$ cat src/design/zero_padded_2d_correlation_top_assert.svh
// Assertion macros shared by the correlation block.
`ifndef ZERO_PADDED_2D_CORRELATION_TOP_ASSERT_SVH
`define ZERO_PADDED_2D_CORRELATION_TOP_ASSERT_SVH

// Same-cycle implication, sampled on the rising clock edge.
`define ZP2C_ASSERT_IMPL(name, ante, cons, msg) \
   name: assert property (@(posedge clock) disable iff (reset) (ante) |-> (cons)) else $error(msg);

// Next-cycle implication.
`define ZP2C_ASSERT_NEXT(name, ante, cons, msg) \
   name: assert property (@(posedge clock) disable iff (reset) (ante) |=> (cons)) else $error(msg);

`endif

$ cat src/design/zp2c_pkg.sv
// Types, constants and helpers of the 2-D correlation block.
`timescale 1ns / 1ps
package zp2c_pkg;

   localparam int SAMPLE_W  = 16;
   localparam int COEF_W    = 12;
   localparam int PROD_W    = SAMPLE_W + COEF_W;
   localparam int SUM_W     = 32;
   localparam int ROW_REG_W = 60;
   localparam int KSIZE_W   = 3;
   localparam int DIM_W     = 11;
   localparam int CSR_IDX_W = 3;
   localparam int COEF_ROWS = 5;

   typedef logic signed [SAMPLE_W-1:0]  sample_type;
   typedef logic signed [COEF_W-1:0]    coef_type;
   typedef logic signed [PROD_W-1:0]    prod_type;
   typedef logic signed [SUM_W-1:0]     sum_type;
   typedef logic        [ROW_REG_W-1:0] coef_row_type;
   typedef logic        [CSR_IDX_W-1:0] csr_idx_type;

   // register indexes
   localparam csr_idx_type CSR_TAP_COUNT    = 3'd0;
   localparam csr_idx_type CSR_IMAGE_WIDTH  = 3'd1;
   localparam csr_idx_type CSR_IMAGE_HEIGHT = 3'd2;
   localparam csr_idx_type CSR_COEF_ROW0    = 3'd3;
   localparam csr_idx_type CSR_COEF_ROW1    = 3'd4;
   localparam csr_idx_type CSR_COEF_ROW2    = 3'd5;
   localparam csr_idx_type CSR_COEF_ROW3    = 3'd6;
   localparam csr_idx_type CSR_COEF_ROW4    = 3'd7;

   // per-cell controls
   typedef struct packed {
      logic shift;  // take neighbor's sample
      logic load;   // product stage advances
      logic tap;    // tap lies inside kernel and image
   } cell_ctrl_type;

   // tap l of a packed coefficient row
   function automatic coef_type coef_tap(input coef_row_type row, input logic [2:0] l);
      coef_type t;
      case (l)
         3'd0:    t = row[11:0];
         3'd1:    t = row[23:12];
         3'd2:    t = row[35:24];
         3'd3:    t = row[47:36];
         3'd4:    t = row[59:48];
         default: t = '0;
      endcase
      return t;
   endfunction

endpackage

$ cat src/design/zp2c_cell.sv
// One window cell: holds a sample, passes it on, forms its tap product.
`timescale 1ns / 1ps
module zp2c_cell (
   input  logic                   clock,
   input  zp2c_pkg::cell_ctrl_type ctrl,
   input  zp2c_pkg::sample_type   din,
   input  zp2c_pkg::coef_type     coef,
   output zp2c_pkg::sample_type   dout,
   output zp2c_pkg::prod_type     prod
);
   import zp2c_pkg::*;

   sample_type sample_ff;
   prod_type   prod_ff;

   always_ff @(posedge clock) begin
      if (ctrl.shift) begin
         sample_ff <= din;
      end
      if (ctrl.load) begin
         prod_ff <= ctrl.tap ? prod_type'(sample_ff * coef) : '0;
      end
   end

   assign dout = sample_ff;
   assign prod = prod_ff;

endmodule

$ cat config.mk
export PLATFORM = sky130hd
export DESIGN_NAME = zp2c_cell
export DESIGN_NICKNAME = d
export VERILOG_FILES = /design/src/design/zero_padded_2d_correlation_top_assert.svh /design/src/design/zp2c_pkg.sv /design/src/design/zp2c_cell.sv
export SDC_FILE = /design/constraint.sdc
export NUM_CORES = 1
export LEC_CHECK = 0
export ABC_AREA = 1
export BUFFER_PORTS_ARGS = -buffer_cell sky130_fd_sc_hd__buf_4
export CELL_PAD_IN_SITES_DETAIL_PLACEMENT = 0
export CELL_PAD_IN_SITES_GLOBAL_PLACEMENT = 1
export CORE_ASPECT_RATIO = 0.5
export CORE_MARGIN = 5
export CORE_UTILIZATION = 47
export CTS_CLUSTER_SIZE = 25
export DETAILED_ROUTE_END_ITERATION = 10
export HOLD_SLACK_MARGIN = 0.06
export MAX_ROUTING_LAYER = met4
export PLACE_DENSITY_LB_ADDON = 0.1
export SLEW_MARGIN = 40
export SYNTH_ARGS = -nofsm -noshare
export SYNTH_HDL_FRONTEND = slang
export SYNTH_SLANG_ARGS = --single-unit
$ cat constraint.sdc
create_clock -name clock -period 6.7 [get_ports clock]
set_clock_uncertainty 0.05 [all_clocks]
set_input_delay 0.67 -clock clock [delete_from_list [all_inputs] [get_ports clock]]
set_output_delay 0.67 -clock clock [all_outputs]
set_load 0.1 [all_outputs]
# Word level (Yosys, flattened, before mapping)
# Index checks and enable logic that the tools add are counted.
# classes
mul,1
# op_table
op,n
$mul A16 B12 Y28,1
# word_totals
register_bits,44
in_bits,32
out_inout_bits,44

# Logic depth before layout (Yosys ltp)
# Gate-level depths: netlist (run 1).
# depth
ltp_word,1
ltp_mapped,25
depth_no_buf,23

# Least setup slack after synthesis (run 1)
# No wires, ideal clock.
# synth_path
path_type,register -> register
startpoint,"reg sample_ff[15], in the netlist dout[15]"
endpoint,"reg prod_ff[27], in the netlist prod[27] (data pin)"
setup_time_ps,253
arrival_time_ps,5285
path_slack_ps,1112
path_stages_with_launch,21
n_path_buf,1
period_less_slack_ps,5588
path_cell_list,edfxtp_1 > clkbuf_1 > nand2_1 > fa_1 > inv_1 > fa_1 > inv_1 > fa_1 > inv_1 > fa_1 > fa_1 > ha_1 > nand2_1 > nor2_1 > nand2_1 > nor2_1 > nand2_1 > nand3_2 > nand2_1 > nand2_1 > nor2_1
# synth_between
elab_chain_cells,1
# synth_lines
element,line,text
start: declaration,zp2c_cell.sv:13,sample_type sample_ff;
start signal: assignment,zp2c_cell.sv:18,sample_ff <= din;
$mul A16 B12 Y28,zp2c_cell.sv:21,prod_ff <= ctrl.tap ? prod_type'(sample_ff * coef) : '0;
end signal: assignment,zp2c_cell.sv:21,
end: declaration,zp2c_cell.sv:14,prod_type prod_ff;
# Every way passes these cells.
# A chain may end at the register's enable or synchronous reset.

# Worst setup path in the final report (run 1)
# Same ends and word-level chain as after synthesis.

==> results of run 1 <==
-- state kept, by name (all words and copies together) (netlist names) --
| signal | count |
|---|---|
| dout | 16 |
| prod | 28 |
-- final timing paths --
path / endpoint / slack, ns / depth (start not counted)
worst min register to register: prod[0] / 0.99 / 2
worst max register to register: prod[27] / 1.26 / 19
worst max-delay path: prod[27] / 1.26 / 19
worst min-delay path: dout[9] / 0.48 / 1
-- area by class of cell --
class	count	area share
multi-input cells	724	0.634
flip-flops and latches	44	0.132
inverters	338	0.127
repair buffers	75	0.0564
well taps	259	0.0325
clock buffers	5	0.0125
clock inverters	3	0.00464
-- cells in the final DEF, fill, tap and decap left out, types with 4 or more instances in the layout --
cell,n
nand2_2,7
nand3_1,23
fa_1,178
nand2_1,346
a21oi_1,20
inv_1,338
edfxtp_1,44
buf_4,75
nor2_1,57
nor2_2,4
ha_1,59
o21ai_0,6
or2_2,5
clkbuf_16,5
-- metal layers --
metal / global-route usage / up-vias
li1: - / 3315
met1: 0.303 / 3418
met2: 0.347 / 137
met3: 0.0309 / 17
met4: 0.0332 / 0
met5: - / -
-- cell families (layout without fill, tap and decap cells) --
group,Yosys count,count (layout),share of synthesized area
AOI/OAI and AO/OA,32,32,0.0207
xor gates and xnor gates,5,5,0.00482
adders and majority gates,237,237,0.474
buffers and inverters,379,421,0.157
DFF,44,44,0.145
and+or+nand+nor,450,450,0.198
-- metrics by stage --
stage,setup WS (ns),instance area [sq um],hold WS (ns),cells
floorplan,1.11,9080,0.719,1147
global placement,1.11,9810,0.798,1440
detailed placement,1.04,9810,0.799,1440
CTS,1.25,9980,0.466,1448
global route,0.868,9980,0.461,1448
finish,1.26,9980,0.478,1448
==> flow_metrics.py, run 1 <==
metrics = {
    "run_status": {
        "status": "finished clean",
    },
    "critical_path": {
        "cp-end-kind": "register",
        "cp-start-kind": "register",
        "critPathArrivalTime_ns": 5.45,
        "critical_path_class": "register to register",
        "slowest_delay_ns": 0.68,
        "slowest_stage": "fa_1",
        "required_ns": 6.71,
        "cpMostUsedCell": "nand2_1",
        "path_cells": "nand2_1 > fa_1 > inv_1 > fa_1 > inv_1 > fa_1 > inv_1 > fa_1 > fa_1 > ha_1 > nand2_1 > nor2_1 > nand2_1 > nor2_1 > nand2_1 > nand3_2 > nand2_1 > nand2_1 > nor2_1",
        "critPathBufInv": 3,
        "r2r-start": "dout[15]",
        "critical_path.top_delay_family": "adder cells",
        "crit_fanout": 13,
        "crit_path_start": "dout[15]",
    },
    "route": {
        "drt_first_pass_iters": 5,
        "via_per_inst": 4.76,
        "initialDrtViolationCount": 403,
        "postRouteAntennaNets": 0,
        "met1_length_microns": 10400,
        "wl_per_cell_microns": 14.7,
        "wl_met3_microns": 984,
        "routed_wirelength_microns": 21300,
        "routed-wl-met2_microns": 9720,
        "vias": 6887,
        "drc": 0,
        "highest_layer": "met4",
    },
    "placement": {
        "dpl.hpwl_microns": 18100,
        "gp_congestion": 0.884,
        "portBuffers": 75,
    },
    "synthesis": {
        "syn_area_sq_um": 9080,
        "yosys_warnings": 0,
        "synth-async-reset-ratio": 0,
        "yosysTopAreaCellShare": 0.392,
        "synth.most_common_cell": "nand2_1",
        "synth_edf_count": 44,
        "yosys-top-cells-count": "346 x nand2_1, 338 x inv_1, 178 x fa_1",
        "ys_seq_area_frac": 0.145,
        "syn-num-nets": 1416,
        "yosys_register_bits": 44,
        "yosys_most_used_dff": "edfxtp_1",
        "netlist_instances": 1147,
        "synth_cell_type_count": 26,
        "synth_area_leaders": "fa_1 39%, edfxtp_1 15%, nand2_1 14%",
        "synth_area_per_cell_sq_um": 7.92,
        "yosysTopAreaCell": "fa_1",
    },
    "floorplanning": {
        "die_x_microns": 207,
        "pin_count": 76,
        "dieHeight_microns": 108,
        "start_util": 0.486,
        "core_sq_um": 18700,
        "num_rows": 35,
        "die_area_sq_um": 22400,
    },
    "clock_network": {
        "clkLatencyLatePin_ns": 0.31,
        "postCtsSetupBuffers": 0,
        "cts_tree": "built",
        "htree_num_levels": 2,
        "postCtsResizedCells": 0,
        "ctsLongestPathBuffers": 2,
        "clk_pin_slew_ns": 0.08,
        "cts_made_buffers": 5,
        "root_buffer": "clkbuf_16",
        "hold_buffers": 0,
        "cts_sinks": 44,
    },
    "min_path": {
        "holdCritStartpoint": "din[9]",
        "hold_path_class": "input pin to register",
    },
    "job": {
        "drv_cap": 0,
    },
    "cells_and_area": {
        "area_growth_pct": 9.88,
        "fillers": 1838,
        "fin_util": 0.534,
        "multi_input_area_sq_um": 6330,
        "nets": 1457,
        "seqCellArea_sq_um": 1320,
        "antenna_cells": 0,
        "drive_gt1_frac": 0.0883,
    },
    "sta": {
        "fmax_ghz": 0.184,
        "grt_setup_unrepaired": "false",
        "relSlewSlack": 0.571,
        "worst_pin_slew_ns": 0.643,
        "finalHoldViolations": 0,
        "finalSetupTns_ns": 0,
        "fin_crit_sh": 0.811,
        "drv_slew": 0,
        "setup_viol": 0,
        "fin_crit_ns": 5.44,
    },
    "grt": {
        "overflow": 0,
        "grt_pass1_vias": 7413,
        "grt_pass1_wl_microns": 36700,
        "antenna_found_initial": 0,
        "grtUsageTotal": 0.217,
        "grt_max_degree": 29,
    },
}
Power of run 1 is not shown: default switching activity piles up to over one toggle a cycle in this logic, so the estimate is an artifact.
==> inputs of run 2 (changes only) <==
--- a/config.mk
+++ b/config.mk
@@ -11,7 +11,7 @@
 export CELL_PAD_IN_SITES_GLOBAL_PLACEMENT = 1
 export CORE_ASPECT_RATIO = 0.5
 export CORE_MARGIN = 5
-export CORE_UTILIZATION = 47
+export CORE_UTILIZATION = 42
 export CTS_CLUSTER_SIZE = 25
 export DETAILED_ROUTE_END_ITERATION = 10
 export HOLD_SLACK_MARGIN = 0.06
==> constraint.sdc (replaced) <==
create_clock -name clock -period 4.7 [get_ports clock]
set_clock_uncertainty 0.05 [all_clocks]
set_input_delay 0.47 -clock clock [delete_from_list [all_inputs] [get_ports clock]]
set_output_delay 0.47 -clock clock [all_outputs]
set_load 0.1 [all_outputs]
==> run 2 against run 1 <==
Effect of this change:
- the flow now finishes with violations (setup timing)
- final area is 21% higher
- die area is 11% higher
- first-iteration DRC count is 5.0% higher
- setup slack worse by 1.3 ns
- sequential share of layout area is 2.3 points lower
- largest cell class unchanged
==> flow_metrics.py, run 2 (synthesized netlist as in run 1, its figures left out) <==
metrics = {
    "run_status": {
        "status": "finished, violations left",
        "violations": "setup timing",
    },
    "sta": {
        "worst_pin_slew_ns": 0.394,
        "fin_crit_ns": 4.77,
        "drv_slew": 0,
        "finalHoldViolations": 0,
        "relSlewSlack": 0.737,
        "setup_ws_ns": -0.0742,
        "holdWs_ns": 0.275,
        "setup_viol": 5,
        "finalSetupTns_ns": -0.208,
        "fin_crit_sh": 1.02,
        "grt_setup_unrepaired": "true",
        "fmax_ghz": 0.209,
    },
    "clock_network": {
        "cts_made_buffers": 5,
        "ctsLongestPathBuffers": 2,
        "cts_tree": "built",
        "htree_num_levels": 2,
        "root_buffer": "clkbuf_16",
        "clk_pin_slew_ns": 0.08,
        "clkLatencyLatePin_ns": 0.31,
        "hold_buffers": 0,
        "cts_sinks": 44,
    },
    "critical_path": {
        "required_ns": 4.72,
        "slowest_stage": "fa_2",
        "cpMostUsedCell": "inv_2",
        "crit_fanout": 8,
        "slowest_delay_ns": 0.60,
        "path_cells": "buf_6 > nand2_2 > inv_2 > fa_2 > inv_2 > buf_6 > fa_2 > inv_2 > fa_1 > fa_1 > fa_1 > ha_4 > nand2_2 > inv_2 > nand2_2 > nor2_4 > nand3_2 > nand3_2 > nand2_1 > nand2_1 > nor2_1",
        "cp-end-kind": "register",
        "critical_path_class": "register to register",
        "cp-start-kind": "register",
        "critPathArrivalTime_ns": 4.79,
    },
    "floorplanning": {
        "die_x_microns": 218,
        "core_sq_um": 21400,
        "start_util": 0.424,
        "dieHeight_microns": 114,
        "num_rows": 38,
        "die_area_sq_um": 24800,
        "pin_count": 76,
    },
    "grt": {
        "grt_pass1_vias": 8022,
        "grtUsageTotal": 0.207,
        "grt_pass1_wl_microns": 39500,
        "grt_max_degree": 29,
        "overflow": 0,
        "antenna_found_initial": 0,
    },
    "cells_and_area": {
        "area_growth_pct": 32.5,
        "fin_util": 0.561,
        "layout_commonest_cell": "inv_1",
        "largest_register_ff_count": 28,
        "layout_common_cells": "304 x inv_1, 266 x nand2_1, 177 x buf_4",
        "fillers": 2051,
        "drive_gt1_frac": 0.315,
        "antenna_cells": 0,
        "nets": 1588,
    },
    "route": {
        "wl_per_cell_microns": 14.3,
        "drc": 0,
        "via_per_inst": 4.54,
        "postRouteAntennaNets": 0,
        "routed_wirelength_microns": 23200,
        "initialDrtViolationCount": 423,
        "drt_first_pass_iters": 5,
        "vias": 7353,
    },
    "placement": {
        "gp_congestion": 0.916,
        "portBuffers": 75,
        "dpl.hpwl_microns": 19900,
    },
    "job": {
        "drv_cap": 0,
    },
    "min_path": {
        "hold_path_class": "input pin to register",
    },
}
[run 2: changes by cell type in the layout (fill, tap and decap cells not counted), sizes merged]
| cell | delta |
|---|---|
| buf | +131 |
[run 2: final timing paths]
check | cells after the start | end | slack, ns | startpoint
worst max-delay path | 21 | prod[24] | -0.07 | dout[15]
worst min register to register | 3 | prod[0] | 0.88 | dout[0]
worst min-delay path | 1 | dout[6] | 0.28 | din[6]
worst max register to register | 21 | prod[24] | -0.07 | dout[15]
[run 2: final cells by class]
class,count,area (sq um),share of cell area
flip-flops and latches,44,1320,0.110
clock inverters,3,46.3,0.00385
multi-input cells,724,7150,0.594
repair buffers,206,1740,0.145
inverters,338,1270,0.106
well taps,300,375,0.0312
clock buffers,5,125,0.0104
[run 2: metal layers]
layer / global-route usage / part of all wire
met5: - / 0
met4: 0.0301 / 0.0082
met3: 0.0326 / 0.051
met2: 0.332 / 0.46
met1: 0.288 / 0.48
[run 2: stage by stage]
step | std cells | instance area (sq um) | worst slack (ns)
2_1_floorplan | 1147 | 9630 | -0.711
3_3_place_gp | 1588 | 11200 | -0.346
3_5_place_dp | 1588 | 11200 | -0.373
4_1_cts | 1603 | 11600 | -0.105
5_1_grt | 1620 | 12000 | -0.238
6_report | 1620 | 12000 | -0.0742
[run 2: critical path, delay by kind of cell, from the launching register on]
kind	cells	cell delay, ns
fa+ha+maj	6	2.90
flops	1	0.38
simple gates	9	0.70
buf+inv	6	0.50
[run 2: repair_timing]
action	4_1_cts	5_1_grt
setup endpoints to repair	17	18
endpoints found under the hold margin	0	0
pin swaps	41	62
setup buffers	8	16
resized for setup	58	97
cloned	0	1
Power of run 2 is left out for the same reason.
